[config.mk]
export PLATFORM = sky130hd
export DESIGN_NAME = cpu8_shift_subtract_transfer_unit_core_flat
export DESIGN_NICKNAME = d
export VERILOG_FILES = /design/src/rtl/core/c8sst_pkg.sv /design/src/rtl/core/c8sst_channels.sv /design/src/rtl/core/c8sst_front.sv /design/src/rtl/core/c8sst_queue.sv /design/src/rtl/core/c8sst_back.sv /design/src/rtl/core/cpu8_shift_subtract_transfer_unit_core.sv /design/src/flat_wrapper.sv
export SDC_FILE = /design/constraint.sdc
export NUM_CORES = 1
export LEC_CHECK = 0
export BUFFER_PORTS_ARGS = -buffer_cell sky130_fd_sc_hd__clkbuf_2
export CAP_MARGIN = 10
export CORE_ASPECT_RATIO = 1.1
export CORE_UTILIZATION = 38
export DETAILED_ROUTE_END_ITERATION = 10
export GPL_ROUTABILITY_DRIVEN = 0
export PLACE_DENSITY = 0.52
export SLEW_MARGIN = 10
export SYNTH_ARGS = -nofsm -noshare
export SYNTH_HDL_FRONTEND = slang
export SYNTH_SLANG_ARGS = --single-unit
[constraint.sdc]
create_clock -name clock -period 5.9 [get_ports clock]
set_clock_uncertainty 0.15 [all_clocks]
set_input_delay 1.475 -clock clock [delete_from_list [all_inputs] [get_ports clock]]
set_output_delay 1.475 -clock clock [all_outputs]
set_load 0.05 [all_outputs]
[src/rtl/core/c8sst_pkg.sv]
`default_nettype none
// ---------------------------------------------------------------------------
// c8sst_pkg: shared types and constants of the 8-bit execute unit
// Opcode codes, decoded instruction record, channel payloads, reset values
// and queue sizing used by the front, the queue and the back of the unit.
// ---------------------------------------------------------------------------
package c8sst_pkg;

   typedef enum logic [4:0] {
      OPC_ROL_A = 5'd0,
      OPC_ROL_M = 5'd1,
      OPC_ROR_A = 5'd2,
      OPC_ROR_M = 5'd3,
      OPC_RTI   = 5'd4,
      OPC_RTS   = 5'd5,
      OPC_SBC   = 5'd6,
      OPC_SEC   = 5'd7,
      OPC_SED   = 5'd8,
      OPC_SEI   = 5'd9,
      OPC_STA   = 5'd10,
      OPC_STX   = 5'd11,
      OPC_STY   = 5'd12,
      OPC_TAX   = 5'd13,
      OPC_TAY   = 5'd14,
      OPC_TSX   = 5'd15,
      OPC_TXA   = 5'd16,
      OPC_TXS   = 5'd17,
      OPC_TYA   = 5'd18
   } opcode_type;

   typedef enum logic [2:0] {
      KIND_NOP,
      KIND_ROTATE,
      KIND_RTI,
      KIND_RTS,
      KIND_SBC,
      KIND_SETF,
      KIND_STORE,
      KIND_XFER
   } kind_type;

   typedef enum logic [1:0] {
      SEL_A,
      SEL_X,
      SEL_Y,
      SEL_S
   } reg_sel_type;

   localparam int FLAG_C_BIT = 0;
   localparam int FLAG_Z_BIT = 1;
   localparam int FLAG_V_BIT = 6;
   localparam int FLAG_N_BIT = 7;

   localparam logic [7:0] FLAG_C_MASK = 8'h01;
   localparam logic [7:0] FLAG_I_MASK = 8'h04;
   localparam logic [7:0] FLAG_D_MASK = 8'h08;
   localparam logic [7:0] SIGN_MASK   = 8'h80;
   localparam logic [7:0] STATUS_MASK = 8'hCF;

   localparam logic [7:0]  RESET_SP    = 8'hFD;
   localparam logic [7:0]  RESET_FLAGS = FLAG_I_MASK;
   localparam logic [7:0]  RTI_SP_STEP = 8'd3;
   localparam logic [7:0]  RTS_SP_STEP = 8'd2;

   localparam int QUEUE_DEPTH = 2;
   localparam int QUEUE_PTR_W = (QUEUE_DEPTH > 1) ? $clog2(QUEUE_DEPTH) : 1;
   localparam int QUEUE_CNT_W = $clog2(QUEUE_DEPTH + 1);
   localparam logic [QUEUE_PTR_W-1:0] QUEUE_PTR_LAST = QUEUE_PTR_W'(QUEUE_DEPTH - 1);
   localparam logic [QUEUE_CNT_W-1:0] QUEUE_CNT_FULL = QUEUE_CNT_W'(QUEUE_DEPTH);

   typedef struct packed {
      logic [4:0] opcode;
      logic [7:0] operand;
      logic [7:0] pull_status;
      logic [7:0] pull_low;
      logic [7:0] pull_high;
   } req_payload_type;

   typedef struct packed {
      logic        write_enable;
      logic [7:0]  write_data;
      logic [7:0]  acc_out;
      logic [7:0]  x_out;
      logic [7:0]  y_out;
      logic [7:0]  sp_out;
      logic [7:0]  status_out;
      logic [15:0] pc_out;
   } rsp_payload_type;

   typedef struct packed {
      kind_type    kind;
      logic        rot_right;
      logic        rot_mem;
      reg_sel_type src;
      reg_sel_type dst;
      logic        set_nz;
      logic [7:0]  set_mask;
      logic        step_pc;
      logic [7:0]  operand;
      logic [7:0]  pull_status;
      logic [7:0]  pull_low;
      logic [7:0]  pull_high;
   } decoded_type;

endpackage
`default_nettype wire

[src/rtl/core/c8sst_channels.sv]
`default_nettype none
// ---------------------------------------------------------------------------
// c8sst channels: valid/ready interfaces of the 8-bit execute unit
// One interface for the instruction channel and one for the result channel.
// ---------------------------------------------------------------------------
interface c8sst_req_if;
   logic                        valid;
   logic                        ready;
   c8sst_pkg::req_payload_type  data;

   modport source (output valid, output data, input ready);
   modport sink   (input valid, input data, output ready);
endinterface

interface c8sst_rsp_if;
   logic                        valid;
   logic                        ready;
   c8sst_pkg::rsp_payload_type  data;

   modport source (output valid, output data, input ready);
   modport sink   (input valid, input data, output ready);
endinterface
`default_nettype wire

[src/rtl/core/c8sst_front.sv]
`default_nettype none
// ---------------------------------------------------------------------------
// c8sst_front: instruction intake and decode
// Accepts instructions, decodes the opcode into an execution record and
// holds it in a pipeline register until the queue takes it.
// ---------------------------------------------------------------------------
module c8sst_front (
   input  logic                    clock,
   input  logic                    reset,
   c8sst_req_if.sink               req_chan,
   output logic                    dec_valid,
   input  logic                    dec_ready,
   output c8sst_pkg::decoded_type  dec_data
);
   import c8sst_pkg::*;

   logic        valid_ff;
   logic        valid_in;
   decoded_type data_ff;
   decoded_type data_in;
   logic        take;

   assign req_chan.ready = !valid_ff || dec_ready;
   assign take           = req_chan.valid && req_chan.ready;
   assign valid_in       = take || (valid_ff && !dec_ready);

   always_comb begin
      data_in             = '0;
      data_in.kind        = KIND_NOP;
      data_in.src         = SEL_A;
      data_in.dst         = SEL_A;
      data_in.operand     = req_chan.data.operand;
      data_in.pull_status = req_chan.data.pull_status;
      data_in.pull_low    = req_chan.data.pull_low;
      data_in.pull_high   = req_chan.data.pull_high;
      unique case (req_chan.data.opcode)
         OPC_ROL_A: begin
            data_in.kind    = KIND_ROTATE;
            data_in.step_pc = 1'b1;
         end
         OPC_ROL_M: begin
            data_in.kind    = KIND_ROTATE;
            data_in.rot_mem = 1'b1;
         end
         OPC_ROR_A: begin
            data_in.kind      = KIND_ROTATE;
            data_in.rot_right = 1'b1;
            data_in.step_pc   = 1'b1;
         end
         OPC_ROR_M: begin
            data_in.kind      = KIND_ROTATE;
            data_in.rot_right = 1'b1;
            data_in.rot_mem   = 1'b1;
         end
         OPC_RTI: data_in.kind = KIND_RTI;
         OPC_RTS: data_in.kind = KIND_RTS;
         OPC_SBC: data_in.kind = KIND_SBC;
         OPC_SEC: begin
            data_in.kind     = KIND_SETF;
            data_in.set_mask = FLAG_C_MASK;
            data_in.step_pc  = 1'b1;
         end
         OPC_SED: begin
            data_in.kind     = KIND_SETF;
            data_in.set_mask = FLAG_D_MASK;
            data_in.step_pc  = 1'b1;
         end
         OPC_SEI: begin
            data_in.kind     = KIND_SETF;
            data_in.set_mask = FLAG_I_MASK;
            data_in.step_pc  = 1'b1;
         end
         OPC_STA: begin
            data_in.kind = KIND_STORE;
            data_in.src  = SEL_A;
         end
         OPC_STX: begin
            data_in.kind = KIND_STORE;
            data_in.src  = SEL_X;
         end
         OPC_STY: begin
            data_in.kind = KIND_STORE;
            data_in.src  = SEL_Y;
         end
         OPC_TAX: begin
            data_in.kind    = KIND_XFER;
            data_in.src     = SEL_A;
            data_in.dst     = SEL_X;
            data_in.set_nz  = 1'b1;
            data_in.step_pc = 1'b1;
         end
         OPC_TAY: begin
            data_in.kind    = KIND_XFER;
            data_in.src     = SEL_A;
            data_in.dst     = SEL_Y;
            data_in.set_nz  = 1'b1;
            data_in.step_pc = 1'b1;
         end
         OPC_TSX: begin
            data_in.kind    = KIND_XFER;
            data_in.src     = SEL_S;
            data_in.dst     = SEL_X;
            data_in.set_nz  = 1'b1;
            data_in.step_pc = 1'b1;
         end
         OPC_TXA: begin
            data_in.kind    = KIND_XFER;
            data_in.src     = SEL_X;
            data_in.dst     = SEL_A;
            data_in.set_nz  = 1'b1;
            data_in.step_pc = 1'b1;
         end
         OPC_TXS: begin
            data_in.kind    = KIND_XFER;
            data_in.src     = SEL_X;
            data_in.dst     = SEL_S;
            data_in.step_pc = 1'b1;
         end
         OPC_TYA: begin
            data_in.kind    = KIND_XFER;
            data_in.src     = SEL_Y;
            data_in.dst     = SEL_A;
            data_in.set_nz  = 1'b1;
            data_in.step_pc = 1'b1;
         end
         default: data_in.kind = KIND_NOP;
      endcase
   end

   always_ff @(posedge clock) begin
      if (reset) begin
         valid_ff <= 1'b0;
      end else begin
         valid_ff <= valid_in;
      end
   end

   always_ff @(posedge clock) begin
      if (take) begin
         data_ff <= data_in;
      end
   end

   assign dec_valid = valid_ff;
   assign dec_data  = data_ff;

endmodule
`default_nettype wire

[src/rtl/core/c8sst_queue.sv]
`default_nettype none
// ---------------------------------------------------------------------------
// c8sst_queue: decoded instruction queue
// A short first-in first-out buffer that lets the front and the back of the
// unit stall independently.
// ---------------------------------------------------------------------------
module c8sst_queue (
   input  logic                    clock,
   input  logic                    reset,
   input  logic                    push_valid,
   output logic                    push_ready,
   input  c8sst_pkg::decoded_type  push_data,
   output logic                    pop_valid,
   input  logic                    pop_ready,
   output c8sst_pkg::decoded_type  pop_data
);
   import c8sst_pkg::*;

   decoded_type            slot_ff [QUEUE_DEPTH];
   logic [QUEUE_PTR_W-1:0] wr_ptr_ff;
   logic [QUEUE_PTR_W-1:0] wr_ptr_in;
   logic [QUEUE_PTR_W-1:0] rd_ptr_ff;
   logic [QUEUE_PTR_W-1:0] rd_ptr_in;
   logic [QUEUE_CNT_W-1:0] count_ff;
   logic [QUEUE_CNT_W-1:0] count_in;
   logic                   push;
   logic                   pop;

   assign push_ready = (count_ff != QUEUE_CNT_FULL);
   assign pop_valid  = (count_ff != '0);
   assign push       = push_valid && push_ready;
   assign pop        = pop_valid && pop_ready;
   assign pop_data   = slot_ff[rd_ptr_ff];

   always_comb begin
      wr_ptr_in = wr_ptr_ff;
      rd_ptr_in = rd_ptr_ff;
      count_in  = count_ff;
      if (push) begin
         wr_ptr_in = (wr_ptr_ff == QUEUE_PTR_LAST) ? '0 : wr_ptr_ff + QUEUE_PTR_W'(1);
      end
      if (pop) begin
         rd_ptr_in = (rd_ptr_ff == QUEUE_PTR_LAST) ? '0 : rd_ptr_ff + QUEUE_PTR_W'(1);
      end
      if (push && !pop) begin
         count_in = count_ff + QUEUE_CNT_W'(1);
      end else if (pop && !push) begin
         count_in = count_ff - QUEUE_CNT_W'(1);
      end
   end

   always_ff @(posedge clock) begin
      if (reset) begin
         wr_ptr_ff <= '0;
         rd_ptr_ff <= '0;
         count_ff  <= '0;
      end else begin
         wr_ptr_ff <= wr_ptr_in;
         rd_ptr_ff <= rd_ptr_in;
         count_ff  <= count_in;
      end
   end

   always_ff @(posedge clock) begin
      if (push) begin
         slot_ff[wr_ptr_ff] <= push_data;
      end
   end

endmodule
`default_nettype wire

[src/rtl/core/c8sst_back.sv]
`default_nettype none
// ---------------------------------------------------------------------------
// c8sst_back: instruction execution and register file
// Executes one decoded instruction per cycle while results are taken, against
// A, X, Y, S, P and PC and places the result in an output register.
// ---------------------------------------------------------------------------
module c8sst_back (
   input  logic                    clock,
   input  logic                    reset,
   input  logic                    exe_valid,
   output logic                    exe_ready,
   input  c8sst_pkg::decoded_type  exe_data,
   c8sst_rsp_if.source             rsp_chan
);
   import c8sst_pkg::*;

   logic [7:0]      a_ff;
   logic [7:0]      a_in;
   logic [7:0]      x_ff;
   logic [7:0]      x_in;
   logic [7:0]      y_ff;
   logic [7:0]      y_in;
   logic [7:0]      s_ff;
   logic [7:0]      s_in;
   logic [7:0]      p_ff;
   logic [7:0]      p_in;
   logic [15:0]     pc_ff;
   logic [15:0]     pc_in;
   logic            rsp_valid_ff;
   logic            rsp_valid_in;
   rsp_payload_type rsp_data_ff;
   rsp_payload_type rsp_data_in;

   logic            fire;
   logic [7:0]      src_val;
   logic [7:0]      rot_src;
   logic [7:0]      rot_res;
   logic            rot_carry;
   logic [8:0]      diff;
   logic [7:0]      sbc_res;
   logic            we;
   logic [7:0]      wd;
   logic            nz_en;
   logic [7:0]      nz_val;

   assign exe_ready    = !rsp_valid_ff || rsp_chan.ready;
   assign fire         = exe_valid && exe_ready;
   assign rsp_valid_in = fire || (rsp_valid_ff && !rsp_chan.ready);

   always_comb begin
      case (exe_data.src)
         SEL_A:   src_val = a_ff;
         SEL_X:   src_val = x_ff;
         SEL_Y:   src_val = y_ff;
         SEL_S:   src_val = s_ff;
         default: src_val = a_ff;
      endcase
   end

   assign rot_src   = exe_data.rot_mem ? exe_data.operand : a_ff;
   assign rot_res   = exe_data.rot_right ? {p_ff[FLAG_C_BIT], rot_src[7:1]}
                                         : {rot_src[6:0], p_ff[FLAG_C_BIT]};
   assign rot_carry = exe_data.rot_right ? rot_src[0] : rot_src[7];

   assign diff    = {1'b0, a_ff} - {1'b0, exe_data.operand} - {8'd0, ~p_ff[FLAG_C_BIT]};
   assign sbc_res = diff[7:0];

   always_comb begin
      a_in   = a_ff;
      x_in   = x_ff;
      y_in   = y_ff;
      s_in   = s_ff;
      p_in   = p_ff;
      pc_in  = pc_ff;
      we     = 1'b0;
      wd     = '0;
      nz_en  = 1'b0;
      nz_val = '0;
      unique case (exe_data.kind)
         KIND_ROTATE: begin
            p_in[FLAG_C_BIT] = rot_carry;
            nz_en            = 1'b1;
            nz_val           = rot_res;
            if (exe_data.rot_mem) begin
               we = 1'b1;
               wd = rot_res;
            end else begin
               a_in = rot_res;
            end
         end
         KIND_RTI: begin
            p_in  = exe_data.pull_status & STATUS_MASK;
            pc_in = {exe_data.pull_high, exe_data.pull_low};
            s_in  = s_ff + RTI_SP_STEP;
         end
         KIND_RTS: begin
            pc_in = {exe_data.pull_high, exe_data.pull_low} + 16'd1;
            s_in  = s_ff + RTS_SP_STEP;
         end
         KIND_SBC: begin
            a_in             = sbc_res;
            p_in[FLAG_C_BIT] = ~diff[8];
            p_in[FLAG_V_BIT] = |((a_ff ^ exe_data.operand) & (a_ff ^ sbc_res) & SIGN_MASK);
            nz_en            = 1'b1;
            nz_val           = sbc_res;
         end
         KIND_SETF: p_in = p_ff | exe_data.set_mask;
         KIND_STORE: begin
            we = 1'b1;
            wd = src_val;
         end
         KIND_XFER: begin
            case (exe_data.dst)
               SEL_A:   a_in = src_val;
               SEL_X:   x_in = src_val;
               SEL_Y:   y_in = src_val;
               SEL_S:   s_in = src_val;
               default: a_in = src_val;
            endcase
            nz_en  = exe_data.set_nz;
            nz_val = src_val;
         end
         default: ;
      endcase
      if (nz_en) begin
         p_in[FLAG_N_BIT] = nz_val[7];
         p_in[FLAG_Z_BIT] = (nz_val == 8'd0);
      end
      if (exe_data.step_pc) begin
         pc_in = pc_ff + 16'd1;
      end
   end

   always_comb begin
      rsp_data_in.write_enable = we;
      rsp_data_in.write_data   = wd;
      rsp_data_in.acc_out      = a_in;
      rsp_data_in.x_out        = x_in;
      rsp_data_in.y_out        = y_in;
      rsp_data_in.sp_out       = s_in;
      rsp_data_in.status_out   = p_in & STATUS_MASK;
      rsp_data_in.pc_out       = pc_in;
   end

   always_ff @(posedge clock) begin
      if (reset) begin
         a_ff         <= '0;
         x_ff         <= '0;
         y_ff         <= '0;
         s_ff         <= RESET_SP;
         p_ff         <= RESET_FLAGS;
         pc_ff        <= '0;
         rsp_valid_ff <= 1'b0;
      end else begin
         rsp_valid_ff <= rsp_valid_in;
         if (fire) begin
            a_ff  <= a_in;
            x_ff  <= x_in;
            y_ff  <= y_in;
            s_ff  <= s_in;
            p_ff  <= p_in & STATUS_MASK;
            pc_ff <= pc_in;
         end
      end
   end

   always_ff @(posedge clock) begin
      if (fire) begin
         rsp_data_ff <= rsp_data_in;
      end
   end

   assign rsp_chan.valid = rsp_valid_ff;
   assign rsp_chan.data  = rsp_data_ff;

endmodule
`default_nettype wire

[src/rtl/core/cpu8_shift_subtract_transfer_unit_core.sv]
`default_nettype none
// ---------------------------------------------------------------------------
// cpu8_shift_subtract_transfer_unit_core: 8-bit CPU execute unit
// Executes rotate, subtract with borrow, return, flag set, store and
// transfer instructions on a kept A, X, Y, S, P and PC register file.
// ---------------------------------------------------------------------------
// The unit sustains one instruction per clock cycle while results are taken:
// a new instruction can be accepted each such cycle; its result transfer
// appears once the front decode register, the queue and the back result
// register are passed. The back stage sets the rate, as it updates the whole
// register file and flags together for each instruction. A two-entry queue
// between decode and execute lets either side stall without stopping the
// other until the queue fills, so the front keeps taking instructions while
// a result waits to be taken. Every result carries the full register
// file after the instruction, plus the store byte and its write enable.
module cpu8_shift_subtract_transfer_unit_core (
   input  logic         clock,
   input  logic         reset,
   c8sst_req_if.sink    req_chan,
   c8sst_rsp_if.source  rsp_chan
);
   import c8sst_pkg::*;

   logic        dec_valid;
   logic        dec_ready;
   decoded_type dec_data;
   logic        exe_valid;
   logic        exe_ready;
   decoded_type exe_data;

   c8sst_front u_front (
      .clock     (clock),
      .reset     (reset),
      .req_chan  (req_chan),
      .dec_valid (dec_valid),
      .dec_ready (dec_ready),
      .dec_data  (dec_data)
   );

   c8sst_queue u_queue (
      .clock      (clock),
      .reset      (reset),
      .push_valid (dec_valid),
      .push_ready (dec_ready),
      .push_data  (dec_data),
      .pop_valid  (exe_valid),
      .pop_ready  (exe_ready),
      .pop_data   (exe_data)
   );

   c8sst_back u_back (
      .clock     (clock),
      .reset     (reset),
      .exe_valid (exe_valid),
      .exe_ready (exe_ready),
      .exe_data  (exe_data),
      .rsp_chan  (rsp_chan)
   );

endmodule
`default_nettype wire
[src/flat_wrapper.sv]
// flat-port wrapper written by rule: the top's interface ports become plain ports
module cpu8_shift_subtract_transfer_unit_core_flat import c8sst_pkg::*;
  (clock, reset, req_chan_valid, req_chan_data, req_chan_ready, rsp_chan_valid, rsp_chan_data, rsp_chan_ready);
  c8sst_req_if req_chan_i ();
  c8sst_rsp_if rsp_chan_i ();
  input  logic clock;
  input  logic reset;
  input wire logic [$bits(req_chan_i.valid)-1:0] req_chan_valid;
  input wire logic [$bits(req_chan_i.data)-1:0] req_chan_data;
  output wire logic [$bits(req_chan_i.ready)-1:0] req_chan_ready;
  output wire logic [$bits(rsp_chan_i.valid)-1:0] rsp_chan_valid;
  output wire logic [$bits(rsp_chan_i.data)-1:0] rsp_chan_data;
  input wire logic [$bits(rsp_chan_i.ready)-1:0] rsp_chan_ready;
  assign req_chan_i.valid = req_chan_valid;
  assign req_chan_i.data = req_chan_data;
  assign req_chan_ready = req_chan_i.ready;
  assign rsp_chan_valid = rsp_chan_i.valid;
  assign rsp_chan_data = rsp_chan_i.data;
  assign rsp_chan_i.ready = rsp_chan_ready;
  cpu8_shift_subtract_transfer_unit_core u_core (.clock(clock), .reset(reset), .req_chan(req_chan_i), .rsp_chan(rsp_chan_i));
endmodule
After elaboration in Yosys (flattened, before gate mapping)
Memories as Yosys holds them, arrays and structs flattened. A register that Yosys moved wholly into a read port is not among the register bits.
Index checks and enable logic that the tools add are counted.
{"block": "word_totals", "in_bits": 41, "word_cells": 158, "output_inout_bits": 67, "latch_bits": 0, "mem_count": 1, "mem_bits_rw": 102, "rom_bits": 0, "register_bits": 174}
{"name": "u_core.u_queue.slot_ff", "words": 2, "width": 51, "rd": 1, "rd_clocked_by_memory_dff": 1, "write_ports": 1, "line": "c8sst_queue.sv:19", "text": "decoded_type slot_ff [QUEUE_DEPTH];"}
{"block": "op_classes", "div_mod_pow": 0, "magnitude_cmp": 0, "mux": 43, "mul": 0, "eq_ne": 32, "reduce_logical": 35, "shift": 0, "bitwise_logic": 6, "addsub": 10}
{"cell": "8-bit two-way mux", "count": 10}
{"cell": "8-bit one-hot mux with 3 select lines", "count": 3}
{"cell": "5-bit by 4-bit equality test with 1-bit output, second input constant", "count": 8}
{"cell": "16-bit by 1-bit adder with 16-bit output, second input constant", "count": 2}
{"cell": "16-bit one-hot mux with 2 select lines", "count": 1}
{"cell": "8-bit one-hot mux with 4 select lines", "count": 1}
{"cell": "3-bit one-hot mux with 7 select lines", "count": 1}
{"cell": "5-bit by 3-bit equality test with 1-bit output, second input constant", "count": 4}
{"cell": "8-bit by 2-bit adder with 8-bit output, second input constant", "count": 2}
{"cell": "16-bit two-way mux", "count": 1}
{"cell": "8-bit one-hot mux with 2 select lines", "count": 1}
{"cell": "8-bit XOR", "count": 2}
{"cell": "5-bit equality test, second input constant", "count": 3}
{"cell": "1-bit two-way mux", "count": 14}
{"cell": "3-bit equality test, second input constant", "count": 4}
{"cell": "2-bit one-hot mux with 3 select lines", "count": 2}
{"cell": "4-bit one-hot mux with 3 select lines", "count": 1}
{"cell": "11-bit OR reduction", "count": 1}
{"cell": "5-bit by 2-bit equality test with 1-bit output, second input constant", "count": 2}
{"cell": "2-bit OR reduction", "count": 5}
{"cell": "3-bit OR reduction", "count": 3}
{"cell": "8-bit by 8-bit subtractor with 9-bit output", "count": 1}
{"cell": "9-bit by 1-bit subtractor with 9-bit output", "count": 1}
{"cell": "8-bit AND", "count": 1}
{"cell": "other kinds (26)", "count": 52}

Depth between registers and ports, before layout
Gate-level depths: netlist of the first run.
{"block": "depth", "word_depth": 6, "depth_mapped": 17, "depth_no_buf": 11}

Hierarchy
Synthesis of the first run repeated with hierarchy kept, for this count alone.
{"block": "hier_totals", "hier_cells": 1033, "area_unflattened_um2": 12739.7}
{"module": "c8sst_back", "area_each_um2": 7136.8, "cells_per_inst": 753, "n_inst": 1, "seq_area_each_um2": 2992.9}
{"module": "c8sst_queue", "area_each_um2": 3890.0, "cells_per_inst": 183, "n_inst": 1, "seq_area_each_um2": 3163.0}
{"module": "c8sst_front", "area_each_um2": 1712.9, "cells_per_inst": 97, "n_inst": 1, "seq_area_each_um2": 1401.3}

Worst setup path before layout of the first run
OpenSTA, ideal clock, no wires.
{"block": "synth_path", "path_kind": "input -> register", "from": "input port rsp_chan_ready", "to": "register u_core.u_back.rsp_data_ff, in the netlist u_core.u_back.rsp_chan.data[0] (enable)", "cell_stages": 5, "setup_time_ns": 0.451, "n_path_buf": 2, "required_time_ns": 5.299, "t_arrival_ns": 4.011, "setup_slack_ns": 1.288, "path_cell_list": "nand2b_1 > o21ai_1 > inv_1 > clkbuf_1 > buf_1"}
{"block": "synth_via", "elab_chain_cells": 2}
{"item": "start: declaration", "line": "flat_wrapper.sv:13", "text": "input wire logic [$bits(rsp_chan_i.ready)-1:0] rsp_chan_ready;"}
{"item": "1-bit logical OR", "line": "c8sst_back.sv:46", "text": "assign exe_ready = !rsp_valid_ff || rsp_chan.ready;"}
{"item": "1-bit logical AND", "line": "c8sst_back.sv:47", "text": "assign fire = exe_valid && exe_ready;"}
{"item": "named net u_core.u_back.fire", "line": "c8sst_back.sv:34", "text": "logic fire;"}
{"item": "end signal: assignment", "line": "c8sst_back.sv:169", "text": "rsp_data_ff <= rsp_data_in;"}
{"item": "end: declaration", "line": "c8sst_back.sv:31", "text": "rsp_payload_type rsp_data_ff;"}
The timed path passes the listed nets, and every way through them passes these cells.
A chain may end at the register's enable or synchronous reset.

==> results.yml, run 1 <==
status:
  status: "finished, final reports clean"
yosys:
  synth-edff-count: 195
  ys_types: 77
  synthesis.area_sq_um: 12300
  synth-seq-area-share_pct: 57.7
  synthesis.instances: 1063
  ys.flop_type: "edfxtp_1"
  syn_avg_cell_area_sq_um: 11.5
  yosys_warnings: 0
  synth_seq_cells: 256
  synthArstFlopShare_pct: 0
power_and_ir_drop:
  peakVddDrop_mv: 0.247
  intPower_mw: 4.52
  seqPwrFrac_pct: 35.3
  p_sw_mw: 3.24
  powerDensity_nw_per_um2: 550
  switching_share_pct: 41.8
  p_leak_nw: 5.22
  p_comb_share_pct: 41.5
  finalPower_mw: 7.76
  clock_power_share_pct: 23.2
floorplanning:
  rows: 68
  ios: 108
  die_width_microns: 173
  dieHeight_microns: 190
  die-area_sq_um: 33000
  core_area_sq_um: 31600
  initial_core_util_pct: 38.9
setup_path:
  path_cells: "mux2_2 > fa_1 > inv_1 > ha_1 > o21ai_0 > a22o_1 > mux2i_1 > nor4_2 > o21ai_1 > nor4_2 > o21bai_1"
  cpMostUsedCell: "nor4_2"
  r2r_slack_ns: 2.11
  crit_arrival_ns: 4.04
  cp-end-kind: "flip-flop"
  slowest_stage: "dfxtp_4"
  max_stage_delay_ns: 0.67
  r2r_cells: 11
  r2r-end: "u_core.u_back.rsp_chan.data[17]$_DFFE_PP_"
  timing_worst_setup_path_type: "reg -> reg"
  cp.required_ns: 6.15
  cp-start-kind: "flip-flop"
  cp_max_fo: 38
detailed_routing:
  viasPerCell: 5.40
  wl_microns: 29500
  vias: 8636
  drtIter0Drc: 742
  ant_nets: 0
  first_pass_iters: 5
  drcViolationCount: 0
  wl_per_cell_microns: 18.5
sta:
  period_share_pct: 64.2
  period_minus_slack_ns: 3.79
  slew_headroom_pct: 24.8
  rsz0062_at_grt: "false"
  finalSetupTns_ns: 0
  maxSlewViolCount: 0
  fmax_ghz: 0.264
  final_hold_viol_count: 0
  setup_viol: 0
  tightest_slew_ns: 1.13
clock_tree:
  cts.path.max_buffers: 3
  cts_hold_buf: 0
  htree_levels: 1
  clk_latency_ns: 0.56
  cts_root_buffer: "clkbuf_16"
  post_cts_buffers: 0
  cts.sinks: 256
  cts-resized-gates: 0
  cts_inserted_buffers: 28
  cts_tree: "yes"
  path_clk_slew_ns: 0.06
place:
  dpl.cell_count: 1546
  hpwlAfterDp_microns: 20500
  port_buffers: 103
global_routing:
  antenna_found_initial: 0
  grt_pass1_vias: 8029
  overflow: 0
  grt_pass1_wl_microns: 46400
  grt_max_degree: 52
  grt_use_total_pct: 17.9
cells_and_area:
  multi_input_comb_area_sq_um: 4800
  nets: 1219
  seq_area_sq_um: 7080
  drive_above_1_share_pct: 18.8
  insertedDiodeCount: 0
  stdcell_count: 1598
  final_common_cell: "edfxtp_1"
  fillers: 2962
  final_cell_mix: "edfxtp_1 (195), nand2_1 (108), clkbuf_2 (103)"
  area_growth_pct: 14.9
worst_hold_path:
  worstHoldEndpoint: "u_core.u_queue.slot_ff[0][7]$_DFFE_PP_"
  min_from: "u_core.u_front.dec_data[7]$_DFFE_PP_"
  holdPathStages: 0
  holdCritPathClass: "reg -> reg"
flow_run:
  drv_cap: 0
==> area by class of cell <==
cell class	instances	area share [%]
Tap cell	420	3.73
Multi-Input combinational cell	718	34.0
Inverter	38	1.03
Timing Repair Buffer	114	4.24
Clock inverter	16	1.22
Sequential cell	256	50.2
Clock buffer	36	5.55
==> kinds of logic (layout without fill, tap and decap cells) <==
| kind of cell | after synthesis | count (layout) | share of synthesized area [%] |
|---|---|---|---|
| AOI/OAI and AO/OA | 252 | 252 | 13.8 |
| xor gates and xnor gates | 30 | 30 | 2.14 |
| adders and majority gates | 22 | 22 | 2.37 |
| buffers and inverters | 90 | 204 | 3.43 |
| DFF | 256 | 256 | 57.7 |
| muxes | 78 | 78 | 7.31 |
| other | 1 | 2 | 0.0306 |
| and+or+nand+nor | 334 | 334 | 13.2 |
==> registers in the layout (all words and copies together), names as in the netlist, 2 cells and up, named ones only <==
| signal | count |
|---|---|
| u_core.u_front.dec_data | 44 |
| u_core.u_back.pc_ff | 16 |
| u_core.u_queue.count_ff | 2 |
| u_core.u_back.y_ff | 8 |
| u_core.u_back.s_ff | 8 |
| u_core.u_back.x_ff | 8 |
| u_core.u_queue.slot_ff | 88 |
| u_core.u_back.rsp_chan.data | 63 |
| u_core.u_back.p_ff | 6 |
| u_core.u_back.a_ff | 8 |
==> routing by layer <==
| layer | GRT usage (%) | share of wire (%) |
|---|---|---|
| met2 | 26.7 | 43 |
| met5 | 0 | 0 |
| met1 | 26.7 | 49 |
| met3 | 2.19 | 4.9 |
| met4 | 6.02 | 2.4 |
==> worst max path at each step <==
stage,from,end,slack (ns)
after floorplan,rsp_chan_ready,u_core.u_back.rsp_chan.data[0]$_DFFE_PP_,1.29
after global placement,flip-flop,u_core.u_back.rsp_chan.data[17]$_DFFE_PP_,2.16
after detailed placement,flip-flop,u_core.u_back.rsp_chan.data[17]$_DFFE_PP_,2.12
after CTS,flip-flop,u_core.u_back.rsp_chan.data[17]$_DFFE_PP_,2.10
after global routing,flip-flop,u_core.u_back.rsp_chan.data[17]$_DFFE_PP_,1.83
final,flip-flop,u_core.u_back.rsp_chan.data[17]$_DFFE_PP_,2.11
==> power by group through the flow <==
stage	clock network, mW	registers [mW]	logic (mW)
2_1_floorplan	0	3.33	1.87
3_3_place_gp	0	2.77	3.19
3_5_place_dp	0	2.78	3.21
4_1_cts	1.84	2.74	3.22
5_1_grt	1.91	2.79	3.49
6_report	1.80	2.74	3.22
==> Yosys cell counts (5+ instances only) <==
| master | count | area [sq um] |
|---|---|---|
| edfxtp_1 | 195 | 5860 |
| nand2_1 | 108 | 405 |
| nor2_1 | 77 | 289 |
| a21oi_1 | 74 | 370 |
| dfxtp_1 | 61 | 1220 |
| o21ai_0 | 49 | 245 |
| inv_1 | 38 | 143 |
| mux2i_1 | 38 | 380 |
| nand3_1 | 37 | 185 |
| mux2_2 | 31 | 349 |
| clkbuf_1 | 24 | 90.1 |
| xnor2_1 | 23 | 201 |
| ha_1 | 20 | 250 |
| a211oi_1 | 18 | 135 |
| and2_1 | 18 | 113 |
| and3_1 | 18 | 113 |
| nor3_1 | 13 | 65.1 |
| buf_2 | 12 | 60.1 |
| a211o_1 | 10 | 87.6 |
| nand2b_1 | 9 | 56.3 |
| nand3b_1 | 9 | 67.6 |
| a21o_1 | 8 | 60.1 |
| buf_4 | 8 | 60.1 |
| nor4_1 | 8 | 50.1 |
| o22ai_1 | 8 | 50.1 |
| nor2b_1 | 7 | 43.8 |
| xor2_1 | 7 | 61.3 |
| a221oi_1 | 6 | 52.6 |
| nand4_1 | 6 | 37.5 |
| o21ai_1 | 6 | 30.0 |
| a22oi_1 | 5 | 37.5 |
| a31oi_1 | 5 | 31.3 |
| buf_6 | 5 | 56.3 |
| o211ai_1 | 5 | 37.5 |
| o31ai_1 | 5 | 37.5 |
==> worst max-delay path, delay by kind of cell, from the launching register on <==
family,cells,cell delay (ns)
buf+inv,1,0.05
fa+ha+maj,2,0.69
simple gates,2,0.58
compound gates,4,0.88
mux,2,0.58
flops,1,0.67
==> metrics by stage <==
| step | instance area, sq um | hold WS (ns) | util, % | setup WS (ns) |
|---|---|---|---|---|
| after global routing | 14100 | 0.304 | 44.7 | 1.83 |
| after floorplan | 12300 | 0.271 | - | 1.29 |
| after detailed placement | 13100 | 0.284 | 41.6 | 2.12 |
| after CTS | 14100 | 0.298 | 44.7 | 2.10 |
| final | 14100 | 0.294 | 44.7 | 2.11 |
| after global placement | 13100 | 0.274 | 41.6 | 2.16 |
Power figures use the tool's default switching activity.
==> inputs of run 2 (changes only) <==
--- a/config.mk
+++ b/config.mk
@@ -11,7 +11,7 @@
 export CORE_UTILIZATION = 38
 export DETAILED_ROUTE_END_ITERATION = 10
 export GPL_ROUTABILITY_DRIVEN = 0
-export PLACE_DENSITY = 0.52
+export PLACE_DENSITY = 0.54
 export SLEW_MARGIN = 10
 export SYNTH_ARGS = -nofsm -noshare
 export SYNTH_HDL_FRONTEND = slang
==> constraint.sdc (replaced) <==
create_clock -name clock -period 3.16 [get_ports clock]
set_clock_uncertainty 0.15 [all_clocks]
set_input_delay 0.79 -clock clock [delete_from_list [all_inputs] [get_ports clock]]
set_output_delay 0.79 -clock clock [all_outputs]
set_load 0.05 [all_outputs]
==> run 2 against run 1 <==
Against the previous run:
- the run now ends with setup timing left
- global-route usage grew 0.18 points
- cell area rose by 5.7%
- combinational power up 120%
- largest power group unchanged
- sequential power is 81% higher
- count of clock-buffer cells in the layout fell by 1
- hold slack got worse by 0.046 ns
==> results.yml, run 2 (synthesis results as in run 1) <==
status:
  status: "finished, violations left"
  violations: "setup timing"
clock_tree:
  htree_levels: 1
  cts.sinks: 256
  cts_inserted_buffers: 27
  clk_latency_ns: 0.57
  cts_tree: "yes"
  cts.path.max_buffers: 3
  path_clk_slew_ns: 0.06
  cts_root_buffer: "clkbuf_16"
detailed_routing:
  wl_microns: 30100
  ant_nets: 0
  viasPerCell: 5.28
  wl_met2_microns: 13400
  drcViolationCount: 0
  top_layer: "met4"
  wl_met3_microns: 1330
  vias: 8782
  first_pass_iters: 5
  wl_per_cell_microns: 18.1
  drtIter0Drc: 617
  met1_length_microns: 14700
cells_and_area:
  regMostFlops: "u_core.u_queue.slot_ff"
  final_core_util_pct: 47.2
  final_common_cell: "edfxtp_1"
  final_area_sq_um: 14900
  insertedDiodeCount: 0
  drive_above_1_share_pct: 25.1
  fillers: 2867
  nets: 1286
  stdcell_count: 1664
  largest_reg_flops: 88
  final_cell_mix: "edfxtp_1 (195), nand2_1 (108), clkbuf_2 (103)"
  area_growth_pct: 21.4
place:
  hpwlAfterDp_microns: 21500
  place_area_sq_um: 13800
  port_buffers: 103
  dpl.cell_count: 1609
power_and_ir_drop:
  finalPower_mw: 15.7
  peakVddDrop_mv: 0.491
  p_leak_nw: 5.60
  powerDensity_nw_per_um2: 1050
setup_path:
  r2r_slack_ns: -0.03
  cp_max_fo: 6
  max_stage_delay_ns: 0.40
  r2r-end: "u_core.u_back.rsp_chan.data[17]$_DFFE_PP_"
  r2r_cells: 13
  crit_arrival_ns: 3.43
  cp-end-kind: "flip-flop"
  path_cells: "buf_6 > mux2_2 > ha_1 > inv_1 > ha_1 > buf_4 > nand3b_1 > o21bai_4 > mux2i_2 > nor4_2 > o21ai_1 > nor4_2 > o21bai_1"
  cp-start-kind: "flip-flop"
  slowest_stage: "dfxtp_4"
  cp.required_ns: 3.40
  timing_worst_setup_path_type: "reg -> reg"
global_routing:
  grt_pass1_wl_microns: 46900
  antenna_found_initial: 0
  grt_max_degree: 45
  grt_pass1_vias: 8194
  grt_use_total_pct: 18.1
  overflow: 0
floorplanning:
  die-area_sq_um: 33000
  initial_core_util_pct: 38.9
  ios: 108
  dieHeight_microns: 190
  core_area_sq_um: 31600
  rows: 68
  die_width_microns: 173
sta:
  period_share_pct: 101
  final_hold_viol_count: 0
  maxSlewViolCount: 0
  timing.final.ws_setup_ns: -0.0305
  rsz0062_at_grt: "true"
  timing.hold.ws_ns: 0.248
  tightest_slew_ns: 0.798
  setup_viol: 2
  fmax_ghz: 0.313
  slew_headroom_pct: 46.4
  period_minus_slack_ns: 3.19
worst_hold_path:
  holdCritPathClass: "in -> reg"
  worstHoldEndpoint: "u_core.u_front.dec_data[18]$_DFFE_PP_"
  holdPathStages: 1
  min_from: "req_chan_data[18]"
flow_run:
  drv_cap: 0
==> run 2: cell count changes in the layout (fill, tap and decap cells not counted), moves of 3 or more <==
| cell | change |
|---|---|
| bufinv_16 | +4 |
| ha_4 | +5 |
| clkinv_2 | -5 |
| buf_4 | +62 |
| o21ai_0 | -3 |
| ha_1 | -6 |
| inv_2 | +3 |
| clkbuf_16 | -3 |
| inv_1 | -3 |
==> run 2: how the worst max path moves through the flow <==
stage,depth (start not counted),endpoint,slack [ns]
after detailed placement,12,u_core.u_back.rsp_chan.data[17]$_DFFE_PP_,-0.14
after CTS,12,u_core.u_back.rsp_chan.data[17]$_DFFE_PP_,0.01
after floorplan,17,u_core.u_back.rsp_chan.data[17]$_DFFE_PP_,-0.37
after global routing,13,u_core.u_back.rsp_chan.data[17]$_DFFE_PP_,-0.12
final,13,u_core.u_back.rsp_chan.data[17]$_DFFE_PP_,-0.03
after global placement,13,u_core.u_back.p_ff[1]$_SDFFE_PP0P_,-0.1
==> run 2: timing repair <==
item                                    CTS  global route
endpoints found under the setup margin    4             7
hold buffers                              0             0
pin swaps                                 4             5
buffers inserted                          2             3
gates resized for setup                   7            14
==> run 2: per-layer routing <==
| metal | vias to the layer above | track usage (%) |
|---|---|---|
| met1 | 4183 | 26.2 |
| met5 | - | 0 |
| met4 | 0 | 6.23 |
| met3 | 58 | 2.43 |
| met2 | 227 | 27.7 |
| li1 | 4314 | - |
==> run 2: final cells by class <==
cell class / count / area, sq um / share of cell area [%]
Clock inverter: 15 / 280 / 1.88
Sequential cell: 256 / 7080 / 47.5
Timing Repair Buffer: 182 / 1150 / 7.73
Clock buffer: 35 / 726 / 4.87
Tap cell: 420 / 526 / 3.53
Inverter: 38 / 145 / 0.974
Multi-Input combinational cell: 718 / 4990 / 33.5
==> run 2: where the power goes <==
| part | total, mW | switching (mW) | internal (mW) |
|---|---|---|---|
| clock network | 3.55 | 1.34 | 2.21 |
| registers | 4.97 | 0.395 | 4.58 |
| logic | 7.16 | 4.59 | 2.57 |
| total | 15.7 | 6.33 | 9.36 |
==> run 2: worst max-delay path, delay by kind of cell (launching register included) <==
kind,cells,cell delay (ns)
and+or+nand+nor,3,0.72
adders and majority gates,2,0.56
muxes,2,0.44
AOI/OAI and AO/OA,3,0.44
DFF,1,0.40
buffers and inverters,3,0.32
==> run 2: through the flow <==
| stage | TNS [ns] | setup WS (ns) |
|---|---|---|
| 3_3_place_gp | -0.273 | -0.0969 |
| 2_1_floorplan | -2.52 | -0.367 |
| 3_5_place_dp | -0.394 | -0.144 |
| 6_report | -0.0516 | -0.0305 |
| 4_1_cts | 0 | 0.0140 |
| 5_1_grt | -0.238 | -0.119 |
